$ cat src/design/hangul_glyph_address_gen_defines.svh
// Assertion helpers shared by the Hangul glyph address generator.
`ifndef HANGUL_GLYPH_ADDRESS_GEN_DEFINES_SVH
`define HANGUL_GLYPH_ADDRESS_GEN_DEFINES_SVH

// Same-cycle implication, checked at every rising edge outside reset.
`define HGAG_ASSERT_IMP(label, ante, cons, msg) \
  label: assert property (@(posedge clk) disable iff (rst) (ante) |-> (cons)) \
    else $error(msg);

// Next-cycle implication, checked at every rising edge outside reset.
`define HGAG_ASSERT_NEXT(label, ante, cons, msg) \
  label: assert property (@(posedge clk) disable iff (rst) (ante) |=> (cons)) \
    else $error(msg);

`endif

$ cat src/design/hgag_pkg.sv
`timescale 1ns / 1ps
package hgag_pkg;

  // Field widths.
  localparam int BYTE_W     = 8;
  localparam int IDX_W      = 5;
  localparam int INIT_ADDR_W = 13;
  localparam int MED_ADDR_W = 13;
  localparam int FIN_ADDR_W = 14;
  localparam int CP_W       = 16;
  localparam int SYL_W      = 14;
  localparam int Q28_W      = 9;
  localparam int SLOT_W     = 9;

  // Default glyph size in bytes.
  localparam int GLYPH_BYTES_DEF = 32;

  // Syllable block of the code space.
  localparam logic [CP_W-1:0] SYL_BASE = 16'hAC00;
  localparam logic [CP_W-1:0] SYL_LAST = 16'hD7A3;

  // Constant division: s / 28 == (s * 9363) >> 18 for all s below 11172,
  // and t / 21 == (t * 391) >> 13 for all t below 399.
  localparam logic [SYL_W-1:0] RECIP_28 = 14'd9363;
  localparam int RECIP_28_SH = 18;
  localparam logic [Q28_W-1:0] RECIP_21 = 9'd391;
  localparam int RECIP_21_SH = 13;

  // Glyph slot areas in font memory.
  localparam logic [SLOT_W-1:0] MEDIAL_AREA = 9'd160;
  localparam logic [SLOT_W-1:0] FINAL_AREA  = 9'd248;

  // Variant tables of the 8x4x4 composed font.
  localparam logic [2:0] INIT_VAR_TAB [0:41] = '{
    3'd0, 3'd0, 3'd0, 3'd0, 3'd0, 3'd0, 3'd0, 3'd0, 3'd1, 3'd3, 3'd3,
    3'd3, 3'd1, 3'd2, 3'd4, 3'd4, 3'd4, 3'd2, 3'd1, 3'd3, 3'd0,
    3'd5, 3'd5, 3'd5, 3'd5, 3'd5, 3'd5, 3'd5, 3'd5, 3'd6, 3'd7, 3'd7,
    3'd7, 3'd6, 3'd6, 3'd7, 3'd7, 3'd7, 3'd6, 3'd6, 3'd7, 3'd5};

  localparam logic [1:0] MED_VAR_TAB [0:37] = '{
    2'd0, 2'd1, 2'd1, 2'd1, 2'd1, 2'd1, 2'd1, 2'd1, 2'd1, 2'd1,
    2'd1, 2'd1, 2'd1, 2'd1, 2'd1, 2'd0, 2'd1, 2'd1, 2'd1,
    2'd2, 2'd3, 2'd3, 2'd3, 2'd3, 2'd3, 2'd3, 2'd3, 2'd3, 2'd3,
    2'd3, 2'd3, 2'd3, 2'd3, 2'd3, 2'd2, 2'd3, 2'd3, 2'd3};

  localparam logic [1:0] FIN_VAR_TAB [0:20] = '{
    2'd0, 2'd2, 2'd0, 2'd2, 2'd1, 2'd2, 2'd1, 2'd2, 2'd3, 2'd0, 2'd2,
    2'd1, 2'd3, 2'd3, 2'd1, 2'd2, 2'd1, 2'd3, 2'd3, 2'd1, 2'd1};

  // Request state between the split stage and the compose stage.
  typedef struct packed {
    logic              valid;
    logic              not_syl;
    logic [Q28_W-1:0]  q28;
    logic [IDX_W-1:0]  fin;
  } split_t;

endpackage

$ cat src/design/hgag_split.sv
`timescale 1ns / 1ps
module hgag_split (
  input  logic                          clk,
  input  logic                          rst,
  input  logic                          in_valid,
  input  logic [hgag_pkg::BYTE_W-1:0]   lead_byte,
  input  logic [hgag_pkg::BYTE_W-1:0]   second_byte,
  input  logic [hgag_pkg::BYTE_W-1:0]   third_byte,
  output hgag_pkg::split_t              split
);

  logic [hgag_pkg::CP_W-1:0]           cp;
  logic [hgag_pkg::CP_W-1:0]           cp_off;
  logic                                not_syl;
  logic [hgag_pkg::SYL_W-1:0]          s;
  logic [2*hgag_pkg::SYL_W-1:0]        prod;
  logic [hgag_pkg::Q28_W-1:0]          q28;
  logic [hgag_pkg::SYL_W-1:0]          rem;
  hgag_pkg::split_t                    split_next;

  // Rebuild the code point and test it against the syllable block.
  always_comb begin
    cp      = {lead_byte[3:0], second_byte[5:0], third_byte[5:0]};
    cp_off  = cp - hgag_pkg::SYL_BASE;
    not_syl = (cp < hgag_pkg::SYL_BASE) || (cp > hgag_pkg::SYL_LAST);
    s       = not_syl ? '0 : cp_off[hgag_pkg::SYL_W-1:0];
  end

  // Divide the syllable offset by 28 with a reciprocal multiply.
  always_comb begin
    prod = s * hgag_pkg::RECIP_28;
    q28  = prod[hgag_pkg::RECIP_28_SH +: hgag_pkg::Q28_W];
    rem  = s - (hgag_pkg::SYL_W'(q28) * hgag_pkg::SYL_W'(28));
    split_next.valid   = in_valid;
    split_next.not_syl = not_syl;
    split_next.q28     = q28;
    split_next.fin     = rem[hgag_pkg::IDX_W-1:0];
  end

  // Stage register.
  always_ff @(posedge clk) begin
    if (rst) begin
      split.valid <= 1'b0;
    end else begin
      split.valid <= split_next.valid;
    end
    split.not_syl <= split_next.not_syl;
    split.q28     <= split_next.q28;
    split.fin     <= split_next.fin;
  end

endmodule

$ cat src/design/hgag_compose.sv
`timescale 1ns / 1ps
module hgag_compose #(
  parameter int GLYPH_BYTES = hgag_pkg::GLYPH_BYTES_DEF
) (
  input  logic                               clk,
  input  logic                               rst,
  input  hgag_pkg::split_t                   split,
  output logic                               done,
  output logic [hgag_pkg::IDX_W-1:0]         initial_index,
  output logic [hgag_pkg::IDX_W-1:0]         medial_index,
  output logic [hgag_pkg::IDX_W-1:0]         final_index,
  output logic [hgag_pkg::INIT_ADDR_W-1:0]   initial_glyph_addr,
  output logic [hgag_pkg::MED_ADDR_W-1:0]    medial_glyph_addr,
  output logic [hgag_pkg::FIN_ADDR_W-1:0]    final_glyph_addr,
  output logic                               not_syllable
);

  localparam int GB_W   = $clog2(GLYPH_BYTES + 1);
  localparam int PROD_W = (hgag_pkg::SLOT_W + GB_W > hgag_pkg::FIN_ADDR_W) ?
                          hgag_pkg::SLOT_W + GB_W : hgag_pkg::FIN_ADDR_W;

  logic [2*hgag_pkg::Q28_W-1:0]   ini_prod;
  logic [hgag_pkg::IDX_W-1:0]     ini;
  logic [hgag_pkg::Q28_W-1:0]     med_full;
  logic [hgag_pkg::IDX_W-1:0]     med;
  logic                           hf;
  logic [5:0]                     init_sel;
  logic [5:0]                     med_sel;
  logic [2:0]                     ci;
  logic [1:0]                     mi;
  logic [1:0]                     fi;
  logic [hgag_pkg::SLOT_W-1:0]    init_slot;
  logic [hgag_pkg::SLOT_W-1:0]    med_slot;
  logic [hgag_pkg::SLOT_W-1:0]    fin_slot;
  logic [PROD_W-1:0]              init_prod;
  logic [PROD_W-1:0]              med_prod;
  logic [PROD_W-1:0]              fin_prod;

  // Split the quotient by 28 into initial and medial indices.
  always_comb begin
    ini_prod = split.q28 * hgag_pkg::RECIP_21;
    ini      = ini_prod[hgag_pkg::RECIP_21_SH +: hgag_pkg::IDX_W];
    med_full = split.q28 - (hgag_pkg::Q28_W'(ini) * hgag_pkg::Q28_W'(21));
    med      = med_full[hgag_pkg::IDX_W-1:0];
    hf       = (split.fin != '0);
  end

  // Pick the glyph variants from the font tables.
  always_comb begin
    init_sel = hf ? (6'(med) + 6'd21) : 6'(med);
    med_sel  = hf ? (6'(ini) + 6'd19) : 6'(ini);
    ci       = hgag_pkg::INIT_VAR_TAB[init_sel];
    mi       = hgag_pkg::MED_VAR_TAB[med_sel];
    fi       = hgag_pkg::FIN_VAR_TAB[med];
  end

  // Glyph slot numbers and their byte addresses.
  always_comb begin
    init_slot = (hgag_pkg::SLOT_W'(ci) * hgag_pkg::SLOT_W'(20))
              + hgag_pkg::SLOT_W'(ini) + hgag_pkg::SLOT_W'(1);
    med_slot  = hgag_pkg::MEDIAL_AREA + (hgag_pkg::SLOT_W'(mi) * hgag_pkg::SLOT_W'(22))
              + hgag_pkg::SLOT_W'(med) + hgag_pkg::SLOT_W'(1);
    fin_slot  = hgag_pkg::FINAL_AREA + (hgag_pkg::SLOT_W'(fi) * hgag_pkg::SLOT_W'(28))
              + hgag_pkg::SLOT_W'(split.fin);
    init_prod = PROD_W'(init_slot) * PROD_W'(GLYPH_BYTES);
    med_prod  = PROD_W'(med_slot) * PROD_W'(GLYPH_BYTES);
    fin_prod  = PROD_W'(fin_slot) * PROD_W'(GLYPH_BYTES);
  end

  // Result register; a code point outside the syllable block gives zeros.
  always_ff @(posedge clk) begin
    if (rst) begin
      done <= 1'b0;
    end else begin
      done <= split.valid;
    end
    not_syllable <= split.not_syl;
    if (split.not_syl) begin
      initial_index      <= '0;
      medial_index       <= '0;
      final_index        <= '0;
      initial_glyph_addr <= '0;
      medial_glyph_addr  <= '0;
      final_glyph_addr   <= '0;
    end else begin
      initial_index      <= ini;
      medial_index       <= med;
      final_index        <= split.fin;
      initial_glyph_addr <= init_prod[hgag_pkg::INIT_ADDR_W-1:0];
      medial_glyph_addr  <= med_prod[hgag_pkg::MED_ADDR_W-1:0];
      final_glyph_addr   <= fin_prod[hgag_pkg::FIN_ADDR_W-1:0];
    end
  end

endmodule

$ cat src/design/hangul_glyph_address_gen.sv
`timescale 1ns / 1ps
// Hangul glyph address generator for an 8x4x4 composed font.
// Request channel: lead_byte, second_byte and third_byte carry the three
// UTF-8 bytes of one character; a request is taken at a rising edge where
// start is high and busy is low. busy is low except during reset, so a
// request can be issued in every cycle.
// Result channel: done is high for exactly one cycle while the indices,
// the three glyph byte addresses and not_syllable are valid. The receiver
// cannot stall; it must take each result in the cycle it appears.
// A request passes through three register stages in order: input
// register, split stage (reciprocal multiply by 1/28) and compose stage
// (variant tables and address multiply), each holding one request; the
// compose stage's result register drives done and the result fields.
// Throughput is one request per cycle, set by these stages.
// A code point outside AC00..D7A3 gives not_syllable high and all other
// result fields zero.
// Reset clears every stage's valid flag; requests in flight are dropped.
`include "hangul_glyph_address_gen_defines.svh"
module hangul_glyph_address_gen #(
  parameter int GLYPH_BYTES = hgag_pkg::GLYPH_BYTES_DEF
) (
  input  logic                               clk,
  input  logic                               rst,
  input  logic                               start,
  output logic                               busy,
  input  logic [hgag_pkg::BYTE_W-1:0]        lead_byte,
  input  logic [hgag_pkg::BYTE_W-1:0]        second_byte,
  input  logic [hgag_pkg::BYTE_W-1:0]        third_byte,
  output logic                               done,
  output logic [hgag_pkg::IDX_W-1:0]         initial_index,
  output logic [hgag_pkg::IDX_W-1:0]         medial_index,
  output logic [hgag_pkg::IDX_W-1:0]         final_index,
  output logic [hgag_pkg::INIT_ADDR_W-1:0]   initial_glyph_addr,
  output logic [hgag_pkg::MED_ADDR_W-1:0]    medial_glyph_addr,
  output logic [hgag_pkg::FIN_ADDR_W-1:0]    final_glyph_addr,
  output logic                               not_syllable
);

  logic                          in_valid;
  logic [hgag_pkg::BYTE_W-1:0]   lead_q;
  logic [hgag_pkg::BYTE_W-1:0]   second_q;
  logic [hgag_pkg::BYTE_W-1:0]   third_q;
  hgag_pkg::split_t              split;

  // No request is taken while reset is held.
  assign busy = rst;

  // Input register.
  always_ff @(posedge clk) begin
    if (rst) begin
      in_valid <= 1'b0;
    end else begin
      in_valid <= start && !busy;
    end
    lead_q   <= lead_byte;
    second_q <= second_byte;
    third_q  <= third_byte;
  end

  hgag_split u_split (
    .clk         (clk),
    .rst         (rst),
    .in_valid    (in_valid),
    .lead_byte   (lead_q),
    .second_byte (second_q),
    .third_byte  (third_q),
    .split       (split)
  );

  hgag_compose #(
    .GLYPH_BYTES (GLYPH_BYTES)
  ) u_compose (
    .clk                (clk),
    .rst                (rst),
    .split              (split),
    .done               (done),
    .initial_index      (initial_index),
    .medial_index       (medial_index),
    .final_index        (final_index),
    .initial_glyph_addr (initial_glyph_addr),
    .medial_glyph_addr  (medial_glyph_addr),
    .final_glyph_addr   (final_glyph_addr),
    .not_syllable       (not_syllable)
  );

  // Every request yields its result, and no result appears without a
  // request.
  `HGAG_ASSERT_NEXT(a_latency, start && !busy, ##2 done, "result missing after request")
  `HGAG_ASSERT_IMP(a_no_spurious, done, $past(start && !busy, 3), "result without request")
  `HGAG_ASSERT_IMP(a_zero_on_reject, done && not_syllable, (initial_index == '0) && (medial_index == '0) && (final_index == '0) && (initial_glyph_addr == '0) && (medial_glyph_addr == '0) && (final_glyph_addr == '0), "nonzero field on rejected code point")
  `HGAG_ASSERT_IMP(a_index_range, done && !not_syllable, (initial_index <= 5'd18) && (medial_index <= 5'd20) && (final_index <= 5'd27), "jamo index out of range")

endmodule
$ cat config.mk
export PLATFORM = sky130hd
export DESIGN_NAME = hangul_glyph_address_gen
export DESIGN_NICKNAME = d
export VERILOG_FILES = /design/src/design/hgag_pkg.sv /design/src/design/hgag_split.sv /design/src/design/hgag_compose.sv /design/src/design/hangul_glyph_address_gen.sv
export VERILOG_INCLUDE_DIRS = /design/src /design/src/design
export SDC_FILE = /design/constraint.sdc
export NUM_CORES = 1
export LEC_CHECK = 0
export ABC_AREA = 1
export BUFFER_PORTS_ARGS = -buffer_cell sky130_fd_sc_hd__buf_2
export CORE_ASPECT_RATIO = 1.4
export CORE_UTILIZATION = 55
export DETAILED_ROUTE_END_ITERATION = 16
export GPL_TIMING_DRIVEN = 0
export PLACE_DENSITY = 0.75
export SYNTH_ARGS = -nofsm -noshare
export SYNTH_HDL_FRONTEND = slang
export SYNTH_SLANG_ARGS = --single-unit
$ cat constraint.sdc
create_clock -name clk -period 7.13 [get_ports clk]
set_input_delay 1.426 -clock clk [delete_from_list [all_inputs] [get_ports clk]]
set_output_delay 1.426 -clock clk [all_outputs]
set_load 0.02 [all_outputs]
# After elaboration in Yosys (flattened, before gate mapping)
# Memory sizes are Yosys's and may differ from the RTL's.
# Cells that the tools add are included.
# word_totals
reg_bits	90
romBits	384
in_bits	27
output_inout_bits	58
wordCells	62
mem_count	3
# mem_list
name	depth	word_bits	rd	rd_ports_with_merged_regs	wr	line	text
(no name shown)	64	3	1	0	0	hgag_compose.sv:52	ci = hgag_pkg::INIT_VAR_TAB[init_sel];
(no name shown)	64	2	1	0	0	hgag_compose.sv:53	mi = hgag_pkg::MED_VAR_TAB[med_sel];
(no name shown)	32	2	1	0	0	hgag_compose.sv:54	fi = hgag_pkg::FIN_VAR_TAB[med];
# classes
addsub	12
mul	7
magnitude_cmp	5
n_mux	9
n_bitwise	3
reduce_logical	4
# op_table
cell	count
multiplier 14 x 14 -> 27 bit (second input constant)	1
multiplier 9 x 9 -> 18 bit (second input constant)	1
adder 8 x 1 -> 8 bit (second input constant)	2
adder 8 x 5 -> 8 bit	2
> comparator 16 bit (second input constant)	1
less-than comparator 16 bit (second input constant)	1
greater-or-equal comparator 7 bit (second input constant)	2
2-to-1 mux 14 bit	1
inverter 6 -> 7 bit	2
subtractor 14 bit (second input constant)	1
adder 5 x 5 -> 6 bit (second input constant)	2
2-to-1 mux 6 bit	2
subtractor 5 bit	2
adder 8 x 7 -> 9 bit (first input constant)	1
adder 9 x 5 -> 9 bit	1
multiplier 9 x 3 -> 3 bit (second input constant)	1
adder 8 x 7 -> 8 bit (first input constant)	1
2-to-1 mux 2 bit	4
greater-or-equal comparator 6 bit (second input constant)	1
multiplier 2 x 4 -> 6 bit (second input constant)	1
multiplier 3 x 3 -> 6 bit (second input constant)	1
2-to-1 mux 3 bit	2
inverter 5 -> 6 bit	1
multiplier 2 x 3 -> 5 bit (second input constant)	1
5 further kinds	5

# Depth between registers and ports, before layout
# logic_depth
ltp_word	12
mapped_depth	46
mapped_depth_nobuf	46

# By module
# A second synthesis with hierarchy kept.
# unflattened
hier_cells	1044
area_unflattened_um2	8315.5
# modules_own_cells
mod	instances	cells_per_inst	area_per_inst_um2	seq_area_each_um2
hgag_compose	1	565	4327.9	800.8
hgag_split	1	451	3469.6	320.3
hangul_glyph_address_gen	1	28	518.0	500.5

# Least setup slack after synthesis
# No wires, ideal clock.
# synth_timing
path_kind	register to register
from	register, netlist name u_split.split[11]
to	register u_compose.final_glyph_addr[12] (netlist bit)
setup_ns	0.115
t_arrival_ns	6.961
t_required_ns	7.015
slack_ns	0.054
path_stages_with_launch	47
n_path_buf	0
period_less_slack_ns	7.076
cell_sequence	dfxtp_1 -> inv_1 -> fa_1 -> inv_1 -> ha_1 -> ha_1 -> fa_1 -> ha_1 -> nand2_1 -> inv_1 -> nand2_1 -> nand2_1 -> nand2_1 -> nand3_2 -> nand2_4 -> nand2_2 -> a21oi_4 -> xnor2_2 -> [11 not listed] -> nand2_4 -> clkinv_4 -> nand2_2 -> nand2_4 -> inv_1 -> ha_1 -> inv_1 -> ha_1 -> inv_1 -> ha_1 -> inv_1 -> fa_1 -> nor2_1 -> nor2_1 -> nand3_1 -> nand3_2 -> nand2_1 -> nor2_1
# synth_via
elab_chain_len	10
# synth_lines
item	line	text
multiplier 9 x 9 -> 18 bit	hgag_compose.sv:41	ini_prod = split.q28 * hgag_pkg::RECIP_21;
via u_compose.ini_prod (one bit)	hgag_compose.sv:22	logic [2*hgag_pkg::Q28_W-1:0] ini_prod;
multiplier 5 x 5 -> 5 bit	hgag_compose.sv:43	med_full = split.q28 - (hgag_pkg::Q28_W'(ini) * hgag_pkg::Q28_W'(21));
subtractor 5 bit	hgag_compose.sv:43	
via u_compose.med_full (one bit)	hgag_compose.sv:24	logic [hgag_pkg::Q28_W-1:0] med_full;
inverter 5 -> 6 bit (implied by the code)	hgag_compose.sv:54	
memory (32 x 2 bit)	n/a	
2-to-1 mux 2 bit (implied by the code) (2 in series)	hgag_compose.sv:54	
multiplier 2 x 3 -> 5 bit	hgag_compose.sv:63	fin_slot = hgag_pkg::FINAL_AREA + (hgag_pkg::SLOT_W'(fi) * hgag_pkg::SLOT_W'(28))
adder 8 x 7 -> 9 bit	hgag_compose.sv:63	
adder 9 x 5 -> 9 bit	hgag_compose.sv:64	+ hgag_pkg::SLOT_W'(split.fin);
to (signal assigned)	hgag_compose.sv:91	final_glyph_addr <= fin_prod[hgag_pkg::FIN_ADDR_W-1:0];
to (decl)	hgag_compose.sv:14	output logic [hgag_pkg::FIN_ADDR_W-1:0] final_glyph_addr,
# The timed path passes the listed nets, and every way through them passes these cells. The select of a mux whose other input is x is not followed.
# A chain may end at the register's enable or synchronous reset.

# Worst setup path after layout
# layout_timing
from	register, netlist name u_split.split[11]
to	register u_compose.final_glyph_addr[12] (netlist bit)
# layout_via
elab_chain_len	10
# layout_lines
item	line
multiplier 9 x 9 -> 18 bit	hgag_compose.sv:41
via u_compose.ini_prod (one bit)	hgag_compose.sv:22
multiplier 5 x 5 -> 5 bit	hgag_compose.sv:43
subtractor 5 bit	hgag_compose.sv:43
via u_compose.med_full (one bit)	hgag_compose.sv:24
inverter 5 -> 6 bit (implied by the code)	hgag_compose.sv:54
memory (32 x 2 bit)	n/a
2-to-1 mux 2 bit (implied by the code) (2 in series)	hgag_compose.sv:54
multiplier 2 x 3 -> 5 bit	hgag_compose.sv:63
adder 8 x 7 -> 9 bit	hgag_compose.sv:63
adder 9 x 5 -> 9 bit	hgag_compose.sv:64
# The timed path passes the listed nets, and every way through them passes these cells. The select of a mux whose other input is x is not followed.

==> impl_metrics.toml <==
[status]
status = "complete, but fails checks"
violations = "design-rule violations"

[critical_path]
crit_arrival_ns = 7.28
r2r-start = "u_split.split[11]"
cp_slowest_stage_delay_ns = 0.54
worstSetupEndpointType = "flop"
crit_fanout = 6
reg2reg_slack_ns = 0.09
crit_required_ns = 7.36
cpMostUsedCell = "ha_4"
cp_slowest_cell = "fa_1"
crit_path_start_kind = "flop"
r2r-end = "u_compose.final_glyph_addr[12]"
worstRegToRegCells = 46
critPathKind = "reg -> reg"
critPathTopFamily = "adder cells"
path_buf_inv = 10

[placed_design]
pre_cts_ws_ns = -0.583
dp_hpwl_um = 14400
numPortBuffers = 61
dpl_cell_area_um2 = 8660
gp_congestion = 0.908

[clocking]
cts_sinks = 73
clkLatencyLatePin_ns = 0.34
cts_buffers = 9
path_clk_slew_ns = 0.06
hold_buffers = 0
cts_root_buf = "clkbuf_16"
htreeDepth = 3
clk_path_buf_depth = 2
cts_tree = "built"

[global_route]
grt_max_degree = 14
grt-ovfl-total = 0
grt_busiest_layer = "met2"
grt_pass1_vias = 6644
grt.total_usage_pct = 23.8
antenna_found_initial = 0
grt_util_met1_pct = 24.5
grt_pass1_wl_um = 29100
grt_use_met2_pct = 47.1
met3_usage_pct = 3.10

[timing]
fin_hold_ws_ns = 0.356
slew_headroom_pct = 53.4
grt_setup_unrepaired = "yes"
finClkSkew_ns = 0.00698
fmax_ghz = 0.142
setup_violations = 0
finalHoldViolCount = 0
fin_crit_sh_pct = 98.8
worst_slack_ns = 0.0873
fin_crit_ns = 7.04
worstMarginPinSlew_ns = 0.697
slew_viol_final = 0

[floorplanning]
fp-row-count = 52
die_h_um = 145
dieWidth_um = 104
initial_core_util_pct = 56.1
io_pins = 85
die_area_um2 = 15200
core_region_area_um2 = 14400

[synth]
synth_cell_types = 45
yosysWarnings = 0
synth_seq_area_share_pct = 18.1
netlist_area_um2 = 8070
syn_inst = 1010
syn_area_per_cell_um2 = 7.99
synth.ff_latch_count = 73

[routing]
drtIter0Drc = 251
drcViolationCount = 2
drtPass1Iterations = 11
num_vias = 6814
drt_wl_total_um = 18700
post_drt_wl_per_cell_um = 14.1
viasPerCell = 5.15
postRouteAntennaNets = 0

[final_layout]
syn_to_final_growth_pct = 20.4
fin_nets = 1386
diodes = 0
final_area_um2 = 9710
layout-drive-gt1-share_pct = 22.4

[hold_path]
min_delay_path_depth = 0
holdPathEnd = "u_compose.not_syllable"
hp-start = "u_split.split[14]"
min_path_type = "reg -> reg"

[job]
cap_viol_max_count = 0
-- metal layers --
metal	vias up	part of all wire, %
li1	3434	-
met1	3171	37
met2	155	56
met3	54	2.9
met4	0	3.3
met5	-	0
-- logic make-up after synthesis --
family	count (synthesis)	synth area share (%)
other cells	1	0.0465
simple gates	306	17.3
fa+ha+maj	231	40.2
xor+xnor	26	3.01
buf+inv	251	12.6
flops	73	18.1
compound gates	122	8.70
-- state kept, by name (all words and copies together), names as in the netlist, 3 cells and up --
| signal | flops |
|---|---|
| u_compose.initial_index | 5 |
| u_compose.initial_glyph_addr | 8 |
| u_compose.medial_glyph_addr | 8 |
| u_split.split | 16 |
| u_compose.final_glyph_addr | 9 |
| lead_q | 4 |
| third_q | 6 |
| second_q | 6 |
| u_compose.medial_index | 5 |
| u_compose.final_index | 3 |
-- metrics by stage --
step	TNS, ns	util, %	cells
final	0	67.6	1322
after global routing	-0.742	67.6	1322
after CTS	-0.0226	63.9	1304
after detailed placement	-3.71	60.2	1274
after global placement	-2.92	60.2	1274
after floorplan	0	-	1024
-- how the worst max path moves through the flow --
stage                 startpoint                                to  slack, ns  depth (start not counted)
2_1_floorplan  u_split.split[11]    u_compose.final_glyph_addr[12]       0.05                         46
3_3_place_gp    u_split.split[7]  u_compose.initial_glyph_addr[12]      -0.54                         39
3_5_place_dp   u_split.split[11]    u_compose.final_glyph_addr[12]      -0.58                         46
4_1_cts         u_split.split[7]    u_compose.final_glyph_addr[12]      -0.02                         44
5_1_grt        u_split.split[11]    u_compose.final_glyph_addr[12]      -0.18                         46
6_report       u_split.split[11]    u_compose.final_glyph_addr[12]       0.09                         46
-- layout by cell type, fill, tap and decap left out, types with 9 or more instances in the layout --
cell       synthesis  layout
inv_2              3      14
nor2_2             0      10
ha_1             184     162
nand2_4            5      12
nand3_1           35      32
xor2_1            16      15
o21ai_0           39      35
nand2_1          135     122
conb_1             1      15
buf_2              0      61
nand2_2           11      16
a21oi_1           49      44
fa_1              47      44
dfxtp_1           73      66
buf_4             18      50
nor2_1            81      71
clkbuf_16          0       9
ha_4               0      20
inv_1            222     208
-- Yosys cell counts, drive strengths merged --
cell type / instances / share of area (%)
inv: 225 / 10
ha: 184 / 29
nand2: 151 / 7.8
nor2: 82 / 3.9
dfxtp: 73 / 18
a21oi: 52 / 3.6
fa: 47 / 12
o21ai: 43 / 2.7
nand3: 42 / 3.0
buf: 18 / 1.7
xor2: 17 / 1.9
xnor2: 9 / 1.1
nand4: 8 / 0.70
nor3: 8 / 0.50
clkbuf: 7 / 0.36
a31oi: 6 / 0.47
nand3b: 5 / 0.51
nor4: 5 / 0.39
a21o: 4 / 0.37
o211ai: 4 / 0.37
o21bai: 4 / 0.37
or2: 4 / 0.34
a2111oi: 2 / 0.22
a221oi: 2 / 0.22
o21a: 2 / 0.19
and2: 1 / 0.078
clkinv: 1 / 0.11
conb: 1 / 0.046
o2111ai: 1 / 0.11
o22ai: 1 / 0.078
o31ai: 1 / 0.093
-- cell type report --
class                           instances  area (um^2)
Buffer                                 25          171
Clock buffer                           11          253
Clock inverter                          5         37.5
Fill cell                            1143         4670
Inverter                              226          865
Multi-Input combinational cell        700         6120
Sequential cell                        73         1480
Tap cell                              189          236
Timing Repair Buffer                   93          546
-- worst register-to-register path, delay by kind of cell (launching register included) --
| family | cells | cell delay [ns] |
|---|---|---|
| xor+xnor | 3 | 0.62 |
| buf+inv | 10 | 0.51 |
| flops | 1 | 0.37 |
| fa+ha+maj | 13 | 3.70 |
| compound gates | 2 | 0.29 |
| simple gates | 18 | 1.46 |
-- timing repair --
action	in CTS	in global routing
setup endpoints to repair	11	9
buffers inserted	14	18
endpoints found under the hold margin	0	0
pin swaps	31	53
gates resized for setup	40	78
Power is left out: the tool's default activity adds up to more than one toggle a clock period on the data nets, which glitch-free logic cannot reach.
